[config.mk]
export PLATFORM = sky130hd
export DESIGN_NAME = decaying_shake_oscillator_core
export DESIGN_NICKNAME = d
export VERILOG_FILES = /design/src/hw/rtl/dso_pkg.sv /design/src/hw/rtl/dso_ctrl.sv /design/src/hw/rtl/dso_dp.sv /design/src/hw/rtl/decaying_shake_oscillator_core.sv
export SDC_FILE = /design/constraint.sdc
export NUM_CORES = 2
export LEC_CHECK = 0
export BUFFER_PORTS_ARGS = -buffer_cell sky130_fd_sc_hd__buf_2
export CAP_MARGIN = 40
export CORE_ASPECT_RATIO = 1.25
export CORE_UTILIZATION = 39
export CTS_BUF_LIST = sky130_fd_sc_hd__clkbuf_16
export CTS_CLUSTER_SIZE = 16
export DETAILED_ROUTE_END_ITERATION = 8
export GPL_ROUTABILITY_DRIVEN = 0
export PLACE_DENSITY = 0.51
export SYNTH_ARGS = -nofsm -noshare
export SYNTH_HDL_FRONTEND = slang
export SYNTH_SLANG_ARGS = --single-unit
[constraint.sdc]
create_clock -name clk -period 11.52 [get_ports clk]
set_input_delay 1.152 -clock clk [delete_from_list [all_inputs] [get_ports clk]]
set_output_delay 1.152 -clock clk [all_outputs]
set_load 0.05 [all_outputs]
[src/hw/rtl/dso_pkg.sv]
// ---------------------------------------------------------------------------
// dso_pkg
// Shared types and constants for the decaying shake oscillator.
// ---------------------------------------------------------------------------
package dso_pkg;

    localparam logic [1:0] CODE_TICK   = 2'd0;
    localparam logic [1:0] CODE_IMPACT = 2'd1;
    localparam logic [1:0] CODE_ROAR   = 2'd2;
    localparam logic [1:0] CODE_LIGHT  = 2'd3;

    localparam logic [2:0] REG_IMPACT_INT = 3'd0;
    localparam logic [2:0] REG_IMPACT_DUR = 3'd1;
    localparam logic [2:0] REG_ROAR_INT   = 3'd2;
    localparam logic [2:0] REG_ROAR_DUR   = 3'd3;
    localparam logic [2:0] REG_LIGHT_INT  = 3'd4;
    localparam logic [2:0] REG_LIGHT_DUR  = 3'd5;
    localparam logic [2:0] REG_FREQ       = 3'd6;
    localparam logic [2:0] REG_VSCALE     = 3'd7;

    localparam logic [1:0] AXIS_X = 2'd0;
    localparam logic [1:0] AXIS_Y = 2'd1;
    localparam logic [1:0] AXIS_Z = 2'd2;

    localparam logic [31:0] MUL_Y = 32'd85197;
    localparam logic [31:0] MUL_Z = 32'd58982;
    localparam logic [22:0] ADD_Y = 23'd2803686;
    localparam logic [22:0] ADD_Z = 23'd5607371;
    localparam logic [31:0] SC1   = 32'd1686629713;
    localparam logic [31:0] SC3   = 32'd693598668;
    localparam logic [31:0] SC5   = 32'd85569306;
    localparam logic [31:0] SC7   = 32'd5026995;

    localparam int DIV_STEPS = 16;

    typedef enum logic [3:0] {
        DP_NONE,
        DP_LOAD,
        DP_END,
        DP_TRIG,
        DP_TRIG_CMP,
        DP_DIV_INIT,
        DP_DIV_STEP,
        DP_MUL,
        DP_SAVE,
        DP_SETUP,
        DP_OUT
    } dp_op_t;

    typedef enum logic [3:0] {
        M_ENV,
        M_STR,
        M_PHASE,
        M_TY,
        M_TZ,
        M_Z2,
        M_T7,
        M_T5,
        M_T3,
        M_S,
        M_AXM,
        M_VS
    } mul_t;

    typedef struct packed {
        dp_op_t     op;
        mul_t       mul;
        logic [1:0] axis;
    } dp_cmd_t;

    typedef struct packed {
        logic is_tick;
        logic active;
        logic ended;
        logic preset_ok;
    } dp_status_t;

endpackage

[src/hw/rtl/dso_ctrl.sv]
// ---------------------------------------------------------------------------
// dso_ctrl
// Sequencer: steps the datapath through divide, multiply and save commands.
// ---------------------------------------------------------------------------
module dso_ctrl
    import dso_pkg::*;
(
    input  logic       clk,
    input  logic       rst_n,
    input  logic       in_valid,
    output logic       in_stall,
    output logic       out_valid,
    input  logic       out_stall,
    input  dp_status_t status,
    output dp_cmd_t    cmd
);

    localparam int CNT_W = $clog2(DIV_STEPS);

    typedef enum logic [3:0] {
        S_IDLE,
        S_CHECK,
        S_DIV_INIT,
        S_DIV,
        S_MUL,
        S_SAVE,
        S_SETUP,
        S_TCMP,
        S_END,
        S_TRIG,
        S_DONE
    } state_t;

    state_t          state_reg;
    mul_t            mul_reg;
    logic [1:0]      axis_reg;
    logic [CNT_W-1:0] cnt_reg;
    logic            out_valid_reg;

    assign in_stall  = (state_reg != S_IDLE);
    assign out_valid = out_valid_reg;

    always_comb
    begin
        cmd.op   = DP_NONE;
        cmd.mul  = mul_reg;
        cmd.axis = axis_reg;
        case (state_reg)
            S_IDLE:     cmd.op = in_valid ? DP_LOAD : DP_NONE;
            S_DIV_INIT: cmd.op = DP_DIV_INIT;
            S_DIV:      cmd.op = DP_DIV_STEP;
            S_MUL:      cmd.op = DP_MUL;
            S_SAVE:     cmd.op = DP_SAVE;
            S_SETUP:    cmd.op = DP_SETUP;
            S_TCMP:     cmd.op = DP_TRIG_CMP;
            S_END:      cmd.op = DP_END;
            S_TRIG:     cmd.op = DP_TRIG;
            S_DONE:     cmd.op = (!out_valid_reg || !out_stall) ? DP_OUT : DP_NONE;
            default:    cmd.op = DP_NONE;
        endcase
    end

    always_ff @(posedge clk or negedge rst_n)
    begin
        if (!rst_n)
        begin
            state_reg     <= S_IDLE;
            mul_reg       <= M_ENV;
            axis_reg      <= AXIS_X;
            cnt_reg       <= '0;
            out_valid_reg <= 1'b0;
        end
        else
        begin
            if (out_valid_reg && !out_stall && state_reg != S_DONE)
            begin
                out_valid_reg <= 1'b0;
            end
            case (state_reg)
                S_IDLE:
                begin
                    if (in_valid)
                    begin
                        state_reg <= S_CHECK;
                    end
                end
                S_CHECK:
                begin
                    if (status.is_tick)
                    begin
                        if (!status.active)
                            state_reg <= S_DONE;
                        else if (status.ended)
                            state_reg <= S_END;
                        else
                            state_reg <= S_DIV_INIT;
                    end
                    else
                    begin
                        if (!status.preset_ok)
                            state_reg <= S_DONE;
                        else if (!status.active)
                            state_reg <= S_TRIG;
                        else
                            state_reg <= S_DIV_INIT;
                    end
                end
                S_DIV_INIT:
                begin
                    cnt_reg   <= '0;
                    state_reg <= S_DIV;
                end
                S_DIV:
                begin
                    cnt_reg <= cnt_reg + 1'b1;
                    if (cnt_reg == CNT_W'(DIV_STEPS - 1))
                    begin
                        mul_reg   <= M_ENV;
                        state_reg <= S_MUL;
                    end
                end
                S_MUL:
                begin
                    state_reg <= S_SAVE;
                end
                S_SAVE:
                begin
                    case (mul_reg)
                        M_ENV:
                        begin
                            mul_reg   <= M_STR;
                            state_reg <= S_MUL;
                        end
                        M_STR:
                        begin
                            if (status.is_tick)
                            begin
                                mul_reg   <= M_PHASE;
                                state_reg <= S_MUL;
                            end
                            else
                                state_reg <= S_TCMP;
                        end
                        M_PHASE:
                        begin
                            mul_reg   <= M_TY;
                            state_reg <= S_MUL;
                        end
                        M_TY:
                        begin
                            mul_reg   <= M_TZ;
                            state_reg <= S_MUL;
                        end
                        M_TZ:
                        begin
                            axis_reg  <= AXIS_X;
                            state_reg <= S_SETUP;
                        end
                        M_Z2:
                        begin
                            mul_reg   <= M_T7;
                            state_reg <= S_MUL;
                        end
                        M_T7:
                        begin
                            mul_reg   <= M_T5;
                            state_reg <= S_MUL;
                        end
                        M_T5:
                        begin
                            mul_reg   <= M_T3;
                            state_reg <= S_MUL;
                        end
                        M_T3:
                        begin
                            mul_reg   <= M_S;
                            state_reg <= S_MUL;
                        end
                        M_S:
                        begin
                            mul_reg   <= M_AXM;
                            state_reg <= S_MUL;
                        end
                        M_AXM, M_VS:
                        begin
                            if (mul_reg == M_AXM && axis_reg == AXIS_Y)
                            begin
                                mul_reg   <= M_VS;
                                state_reg <= S_MUL;
                            end
                            else if (axis_reg == AXIS_Z)
                                state_reg <= S_DONE;
                            else
                            begin
                                axis_reg  <= axis_reg + 1'b1;
                                state_reg <= S_SETUP;
                            end
                        end
                        default: state_reg <= S_DONE;
                    endcase
                end
                S_SETUP:
                begin
                    mul_reg   <= M_Z2;
                    state_reg <= S_MUL;
                end
                S_TCMP, S_END, S_TRIG:
                begin
                    state_reg <= S_DONE;
                end
                S_DONE:
                begin
                    if (!out_valid_reg || !out_stall)
                    begin
                        out_valid_reg <= 1'b1;
                        state_reg     <= S_IDLE;
                    end
                end
                default: state_reg <= S_IDLE;
            endcase
        end
    end

endmodule

[src/hw/rtl/dso_dp.sv]
// ---------------------------------------------------------------------------
// dso_dp
// Datapath: shake state, registers, restoring divider, shared multiplier.
// ---------------------------------------------------------------------------
module dso_dp
    import dso_pkg::*;
#(
    parameter int PHASE_BITS = 10,
    parameter int SINE_BITS  = 16
)
(
    input  logic               clk,
    input  logic               rst_n,
    input  logic               cfg_valid,
    input  logic [2:0]         cfg_index,
    input  logic [15:0]        cfg_data,
    input  logic [1:0]         operation,
    input  logic [12:0]        delta_time,
    input  dp_cmd_t            cmd,
    output dp_status_t         status,
    output logic signed [16:0] offset_x,
    output logic signed [16:0] offset_y,
    output logic signed [16:0] offset_z,
    output logic               shaking
);

    localparam int QB = PHASE_BITS - 2;
    localparam int SW = SINE_BITS - 1;
    localparam logic [SW-1:0] LIM = {SW{1'b1}};

    logic [15:0] imp_int_reg, imp_dur_reg, roar_int_reg, roar_dur_reg;
    logic [15:0] light_int_reg, light_dur_reg, freq_reg;
    logic [12:0] vscale_reg;

    logic [15:0] amp_reg, len_reg, elapsed_reg;
    logic        active_reg;
    logic signed [16:0] held_x_reg, held_y_reg, held_z_reg;
    logic [1:0]  op_reg;

    logic [16:0] rem_reg;
    logic [15:0] quo_reg;
    logic [63:0] prod_reg;
    logic [16:0] env_reg;
    logic [15:0] str_reg;
    logic [31:0] p_reg;
    logic [22:0] ty_reg, tz_reg;
    logic [30:0] zf_reg, z2_reg;
    logic [31:0] t_reg;
    logic [1:0]  q_reg;
    logic [SW-1:0] s_reg;
    logic [15:0] m_reg;

    logic signed [16:0] out_x_reg, out_y_reg, out_z_reg;
    logic        out_act_reg;

    logic [15:0] inten, dur;
    logic [16:0] sum_dt;
    logic [17:0] r2;
    logic [16:0] om;
    logic [31:0] mul_a, mul_b;
    logic [22:0] turns;
    logic [PHASE_BITS-1:0] idx;
    logic [QB:0] r_q;
    logic [33:0] s_full, m_full, my_full;
    logic [15:0] m_sat, my_sat;
    logic        neg;

    assign offset_x = out_x_reg;
    assign offset_y = out_y_reg;
    assign offset_z = out_z_reg;
    assign shaking  = out_act_reg;

    always_comb
    begin
        case (op_reg)
            CODE_IMPACT: begin inten = imp_int_reg;   dur = imp_dur_reg;   end
            CODE_ROAR:   begin inten = roar_int_reg;  dur = roar_dur_reg;  end
            CODE_LIGHT:  begin inten = light_int_reg; dur = light_dur_reg; end
            default:     begin inten = 16'd0;         dur = 16'd0;         end
        endcase
    end

    assign status.is_tick   = (op_reg == CODE_TICK);
    assign status.active    = active_reg;
    assign status.ended     = (elapsed_reg >= len_reg);
    assign status.preset_ok = (inten != 16'd0) && (dur != 16'd0);

    assign sum_dt = {1'b0, elapsed_reg} + {4'd0, delta_time};
    assign r2     = {rem_reg, 1'b0};
    assign om     = 17'h10000 - {1'b0, quo_reg};

    always_comb
    begin
        case (cmd.axis)
            AXIS_Y:  turns = ty_reg;
            AXIS_Z:  turns = tz_reg;
            default: turns = p_reg[22:0];
        endcase
        idx = turns[22 -: PHASE_BITS];
        if (idx[QB])
            r_q = (QB+1)'(1 << QB) - {1'b0, idx[QB-1:0]};
        else
            r_q = {1'b0, idx[QB-1:0]};
    end

    always_comb
    begin
        case (cmd.mul)
            M_ENV:   begin mul_a = 32'(om);          mul_b = 32'(om);          end
            M_STR:   begin mul_a = 32'(amp_reg);     mul_b = 32'(env_reg);     end
            M_PHASE: begin mul_a = 32'(elapsed_reg); mul_b = 32'(freq_reg);    end
            M_TY:    begin mul_a = p_reg;            mul_b = MUL_Y;            end
            M_TZ:    begin mul_a = p_reg;            mul_b = MUL_Z;            end
            M_Z2:    begin mul_a = 32'(zf_reg);      mul_b = 32'(zf_reg);      end
            M_T7:    begin mul_a = SC7;              mul_b = 32'(z2_reg);      end
            M_T5:    begin mul_a = t_reg;            mul_b = 32'(z2_reg);      end
            M_T3:    begin mul_a = t_reg;            mul_b = 32'(z2_reg);      end
            M_S:     begin mul_a = t_reg;            mul_b = 32'(zf_reg);      end
            M_AXM:   begin mul_a = 32'(s_reg);       mul_b = 32'(str_reg);     end
            M_VS:    begin mul_a = 32'(m_reg);       mul_b = 32'(vscale_reg);  end
            default: begin mul_a = 32'd0;            mul_b = 32'd0;            end
        endcase
    end

    assign s_full  = 34'(prod_reg >> (61 - SINE_BITS));
    assign m_full  = 34'(prod_reg >> (SINE_BITS - 1));
    assign my_full = 34'(prod_reg >> 12);
    assign m_sat   = (|m_full[33:16]) ? 16'hFFFF : m_full[15:0];
    assign my_sat  = (|my_full[33:16]) ? 16'hFFFF : my_full[15:0];
    assign neg     = q_reg[1] && (s_reg != '0);

    always_ff @(posedge clk or negedge rst_n)
    begin
        if (!rst_n)
        begin
            imp_int_reg   <= '0;
            imp_dur_reg   <= '0;
            roar_int_reg  <= '0;
            roar_dur_reg  <= '0;
            light_int_reg <= '0;
            light_dur_reg <= '0;
            freq_reg      <= '0;
            vscale_reg    <= '0;
            amp_reg       <= '0;
            len_reg       <= '0;
            elapsed_reg   <= '0;
            active_reg    <= 1'b0;
            held_x_reg    <= '0;
            held_y_reg    <= '0;
            held_z_reg    <= '0;
            op_reg        <= CODE_TICK;
        end
        else
        begin
            if (cfg_valid)
            begin
                case (cfg_index)
                    REG_IMPACT_INT: imp_int_reg   <= cfg_data;
                    REG_IMPACT_DUR: imp_dur_reg   <= cfg_data;
                    REG_ROAR_INT:   roar_int_reg  <= cfg_data;
                    REG_ROAR_DUR:   roar_dur_reg  <= cfg_data;
                    REG_LIGHT_INT:  light_int_reg <= cfg_data;
                    REG_LIGHT_DUR:  light_dur_reg <= cfg_data;
                    REG_FREQ:       freq_reg      <= cfg_data;
                    REG_VSCALE:     vscale_reg    <= cfg_data[12:0];
                    default:        freq_reg      <= freq_reg;
                endcase
            end
            case (cmd.op)
                DP_LOAD:
                begin
                    op_reg <= operation;
                    if (operation == CODE_TICK && active_reg)
                        elapsed_reg <= sum_dt[16] ? 16'hFFFF : sum_dt[15:0];
                end
                DP_END:
                begin
                    active_reg <= 1'b0;
                    held_x_reg <= '0;
                    held_y_reg <= '0;
                    held_z_reg <= '0;
                end
                DP_TRIG, DP_TRIG_CMP:
                begin
                    if (cmd.op == DP_TRIG || inten >= str_reg)
                    begin
                        amp_reg     <= inten;
                        len_reg     <= dur;
                        elapsed_reg <= '0;
                        active_reg  <= 1'b1;
                    end
                end
                DP_SAVE:
                begin
                    if (cmd.mul == M_AXM && cmd.axis == AXIS_X)
                        held_x_reg <= neg ? -$signed({1'b0, m_sat}) : $signed({1'b0, m_sat});
                    if (cmd.mul == M_AXM && cmd.axis == AXIS_Z)
                        held_z_reg <= neg ? -$signed({1'b0, m_sat}) : $signed({1'b0, m_sat});
                    if (cmd.mul == M_VS)
                        held_y_reg <= (neg && my_sat != 16'd0) ? -$signed({1'b0, my_sat})
                                                               : $signed({1'b0, my_sat});
                end
                default: op_reg <= op_reg;
            endcase
        end
    end

    always_ff @(posedge clk)
    begin
        case (cmd.op)
            DP_DIV_INIT:
            begin
                rem_reg <= {1'b0, elapsed_reg};
                quo_reg <= '0;
            end
            DP_DIV_STEP:
            begin
                if (r2 >= {2'b00, len_reg})
                begin
                    rem_reg <= 17'(r2 - {2'b00, len_reg});
                    quo_reg <= {quo_reg[14:0], 1'b1};
                end
                else
                begin
                    rem_reg <= r2[16:0];
                    quo_reg <= {quo_reg[14:0], 1'b0};
                end
            end
            DP_MUL:
            begin
                prod_reg <= mul_a * mul_b;
            end
            DP_SETUP:
            begin
                zf_reg <= {r_q, {(30 - QB){1'b0}}};
                q_reg  <= idx[PHASE_BITS-1 -: 2];
            end
            DP_SAVE:
            begin
                case (cmd.mul)
                    M_ENV:   env_reg <= prod_reg[32:16];
                    M_STR:   str_reg <= prod_reg[31:16];
                    M_PHASE: p_reg   <= prod_reg[31:0];
                    M_TY:    ty_reg  <= prod_reg[38:16] + ADD_Y;
                    M_TZ:    tz_reg  <= prod_reg[38:16] + ADD_Z;
                    M_Z2:    z2_reg  <= prod_reg[60:30];
                    M_T7:    t_reg   <= SC5 - prod_reg[61:30];
                    M_T5:    t_reg   <= SC3 - prod_reg[61:30];
                    M_T3:    t_reg   <= SC1 - prod_reg[61:30];
                    M_S:     s_reg   <= (s_full > 34'(LIM)) ? LIM : s_full[SW-1:0];
                    M_AXM:   m_reg   <= m_sat;
                    default: m_reg   <= m_reg;
                endcase
            end
            DP_OUT:
            begin
                out_x_reg   <= held_x_reg;
                out_y_reg   <= held_y_reg;
                out_z_reg   <= held_z_reg;
                out_act_reg <= active_reg;
            end
            default: prod_reg <= prod_reg;
        endcase
    end

endmodule

[src/hw/rtl/decaying_shake_oscillator_core.sv]
// ---------------------------------------------------------------------------
// decaying_shake_oscillator_core
// Three-axis decaying shake generator driven by tick and trigger requests.
// ---------------------------------------------------------------------------
// One result per request. A tick while idle, or one that ends the shake, and
// any trigger on an idle block skip the arithmetic; a trigger on a live
// shake and an active tick run the 16-step restoring divider for t/d and
// the single shared 32x32 multiplier that runs the envelope, phase and
// three sine polynomials one product at a time. A finished result waits
// in the output register while the next request is taken.
module decaying_shake_oscillator_core
    import dso_pkg::*;
#(
    parameter int PHASE_BITS = 10,
    parameter int SINE_BITS  = 16
)
(
    input  logic               clk,
    input  logic               rst_n,
    input  logic               cfg_valid,
    output logic               cfg_ready,
    input  logic [2:0]         cfg_index,
    input  logic [15:0]        cfg_data,
    input  logic               in_valid,
    output logic               in_stall,
    input  logic [1:0]         operation,
    input  logic [12:0]        delta_time,
    output logic               out_valid,
    input  logic               out_stall,
    output logic signed [16:0] offset_x,
    output logic signed [16:0] offset_y,
    output logic signed [16:0] offset_z,
    output logic               shaking
);

    dp_cmd_t    cmd;
    dp_status_t status;

    assign cfg_ready = 1'b1;

    dso_ctrl u_ctrl
    (
        .clk       (clk),
        .rst_n     (rst_n),
        .in_valid  (in_valid),
        .in_stall  (in_stall),
        .out_valid (out_valid),
        .out_stall (out_stall),
        .status    (status),
        .cmd       (cmd)
    );

    dso_dp #(
        .PHASE_BITS (PHASE_BITS),
        .SINE_BITS  (SINE_BITS)
    ) u_dp
    (
        .clk        (clk),
        .rst_n      (rst_n),
        .cfg_valid  (cfg_valid),
        .cfg_index  (cfg_index),
        .cfg_data   (cfg_data),
        .operation  (operation),
        .delta_time (delta_time),
        .cmd        (cmd),
        .status     (status),
        .offset_x   (offset_x),
        .offset_y   (offset_y),
        .offset_z   (offset_z),
        .shaking    (shaking)
    );

endmodule
==> metrics <==
status=finished, final reports clean; Post-Syn Instances=6091; first-pass GRT wire length=317000 um; Crit path arrival time=11.68 ns; DRC=0; CP dominant cell by count=fa_1; Seq cells post-synth=579; ANT nets after route=0; port bufs=92; DIE WIDTH=353 um; Post-Syn Area=0.0600 sq mm; Die H=440 um; largest net degree at the start of global routing=110; CP max FO=13; synth-to-layout area growth=10.0%; YS warnings=0; max cap viols=0; total gr overflow=0; Post-synth ARST share=41.8%; number of synthesized flops with an enable pin=337; Placed Instances=8114; initial antenna violation count=2; layout net count=7400; H-tree Lvls=2; CP top delay family=adder cells; syn nets=7344; drt first pass iters=7; Die ar.=0.155 sq mm; Avg Inst Size Synth=9.85 sq um; vias in the first global route=47510; setup tns final=0 ns; crit end category=flip-flop; Achievable Freq=88.6 MHz; CTS tree=done; number of buffers created by CTS=55; average wire per standard cell=26.1 um; skew final=0.0260 ns; vias per std cell=5.51; final hold violation count=0; number of post-CTS setup repair buffers=0; Critical-path top delay cell=o32ai_1; Vias=45252; clock root buffer=clkbuf_16; Top-Level Pins=94; critical path's largest stage delay=0.77 ns; Initial DRC Count=3548; hold crit path type=reg -> reg; Post-CTS Hold Fix Bufs=0; Crit path buffers/inverters=3; period utilization=98.0%; Final Max Tran Viols=0; Skew-Pair Late Insertion Delay=0.66 ns; Clock Tree Buf Depth=3; number of flip-flops in the largest register=63; Distinct cells, synth=99; CTS resizes=0; Critical Path RT=11.92 ns; register area share after synthesis=27.0%; WS Path Type=reg -> reg; type of origin of the critical path=flip-flop; setup violators final=0; Core Box Area=0.152 sq mm; Clock Pin Slew Worst Setup and Hold Paths=0.07 ns; Primary FF master, synth=edfxtp_1; Slew Limit Headroom=36.6%; Initial Util=39.4%; crit path time final=11.29 ns; Rows=160; Total GRT Usage=27.8%; Slew @ Worst Pin=0.948 ns; Final HPWL DP=169000 um; drt total wl=215000 um; Layout Cells excl Fill=8220; share of cells above drive strength 1=11.1%; RSZ-0062 raised after global routing=no; CTS Sinks=579
placed cells by master (no fill, tap or decap), types with 113 or more instances in the layout:
cell type / netlist / routed
inv_1: 948 / 951
fa_1: 869 / 869
nand2_1: 817 / 817
nor2_1: 602 / 598
ha_1: 345 / 345
edfxtp_1: 337 / 337
dfrtp_1: 242 / 242
mux2_2: 191 / 191
buf_4: 6 / 185
a21oi_1: 184 / 183
o21ai_0: 167 / 167
xnor2_1: 113 / 113
layout make-up:
class	count	area, sq um
repair buffers	310	2480
flip-flops and latches	579	16200
diodes	1	2.50
inverters	950	3570
clock buffers	57	1430
fillers	14957	86300
multi-input cells	4251	39300
clock inverters	47	512
well taps	2025	2530
through the flow:
stage          instance area (sq um)  setup slack, ns  util (%)  hold slack, ns
5_1_grt                        66000            0.216      43.3           0.437
4_1_cts                        66000            0.538      43.3           0.421
2_1_floorplan                  60000             2.36         -           0.400
3_3_place_gp                   63400            0.505      41.6           0.404
3_5_place_dp                   64100            0.584      42.0           0.405
6_report                       66000            0.231      43.3           0.421
synth_stat cells, drive strengths merged (24+ instances only):
cell,n,share of area (%)
nand3,56,0.48
or3,27,0.29
o31ai,33,0.42
nor3,62,0.55
nor4,26,0.30
inv,948,5.9
a21oi,185,1.5
or2,25,0.26
xnor2,113,1.6
dfrtp,242,10
a31oi,29,0.30
o21ai,175,1.5
mux2i,24,0.40
a22oi,71,0.89
clkbuf,259,1.6
ha,345,7.2
and2,51,0.53
nor2b,46,0.48
buf,52,0.46
nor2,602,3.8
a21o,59,0.74
mux2,191,3.6
nand4,24,0.25
xor2,45,0.66
nand2b,37,0.39
edfxtp,337,17
a22o,42,0.61
and3,31,0.33
fa,869,29
a211oi,25,0.32
nand2,827,5.2
routing by layer:
layer | wire length, um | GRT usage [%] | vias up
met4 | 15500 | 16.6 | 2
met2 | 105000 | 48.5 | 1714
met5 | 11 | 0 | -
met3 | 12600 | 3.55 | 515
met1 | 81100 | 32.8 | 23264
li1 | - | - | 19757
logic make-up after synthesis:
group	count (synthesis)	synth area share (%)
buf+inv	1261	8.03
compound gates	804	9.04
mux	215	3.99
other cells	1	0.00625
flops	579	27.0
xor+xnor	158	2.31
fa+ha+maj	1214	36.2
simple gates	1859	13.5
worst paths after layout:
path / slack (ns) / startpoint / cells after the start / to
setup / recovery: 0.23 / u_dp.quo_reg[5] / 28 / u_dp.prod_reg[43]
hold / removal: 0.42 / u_dp.prod_reg[8] / 0 / u_dp.p_reg[8]
setup reg to reg: 0.23 / u_dp.quo_reg[5] / 28 / u_dp.prod_reg[43]
hold reg to reg: 0.42 / u_dp.prod_reg[8] / 0 / u_dp.p_reg[8]
max in group asynchronous: 9.53 / rst_n / 2 / u_dp.elapsed_reg[8]
min in group asynchronous: 0.54 / rst_n / 1 / u_dp.held_z_reg[4]
Power is not shown: default switching activity piles up to over one toggle a cycle in this logic, so the estimate is an artifact.
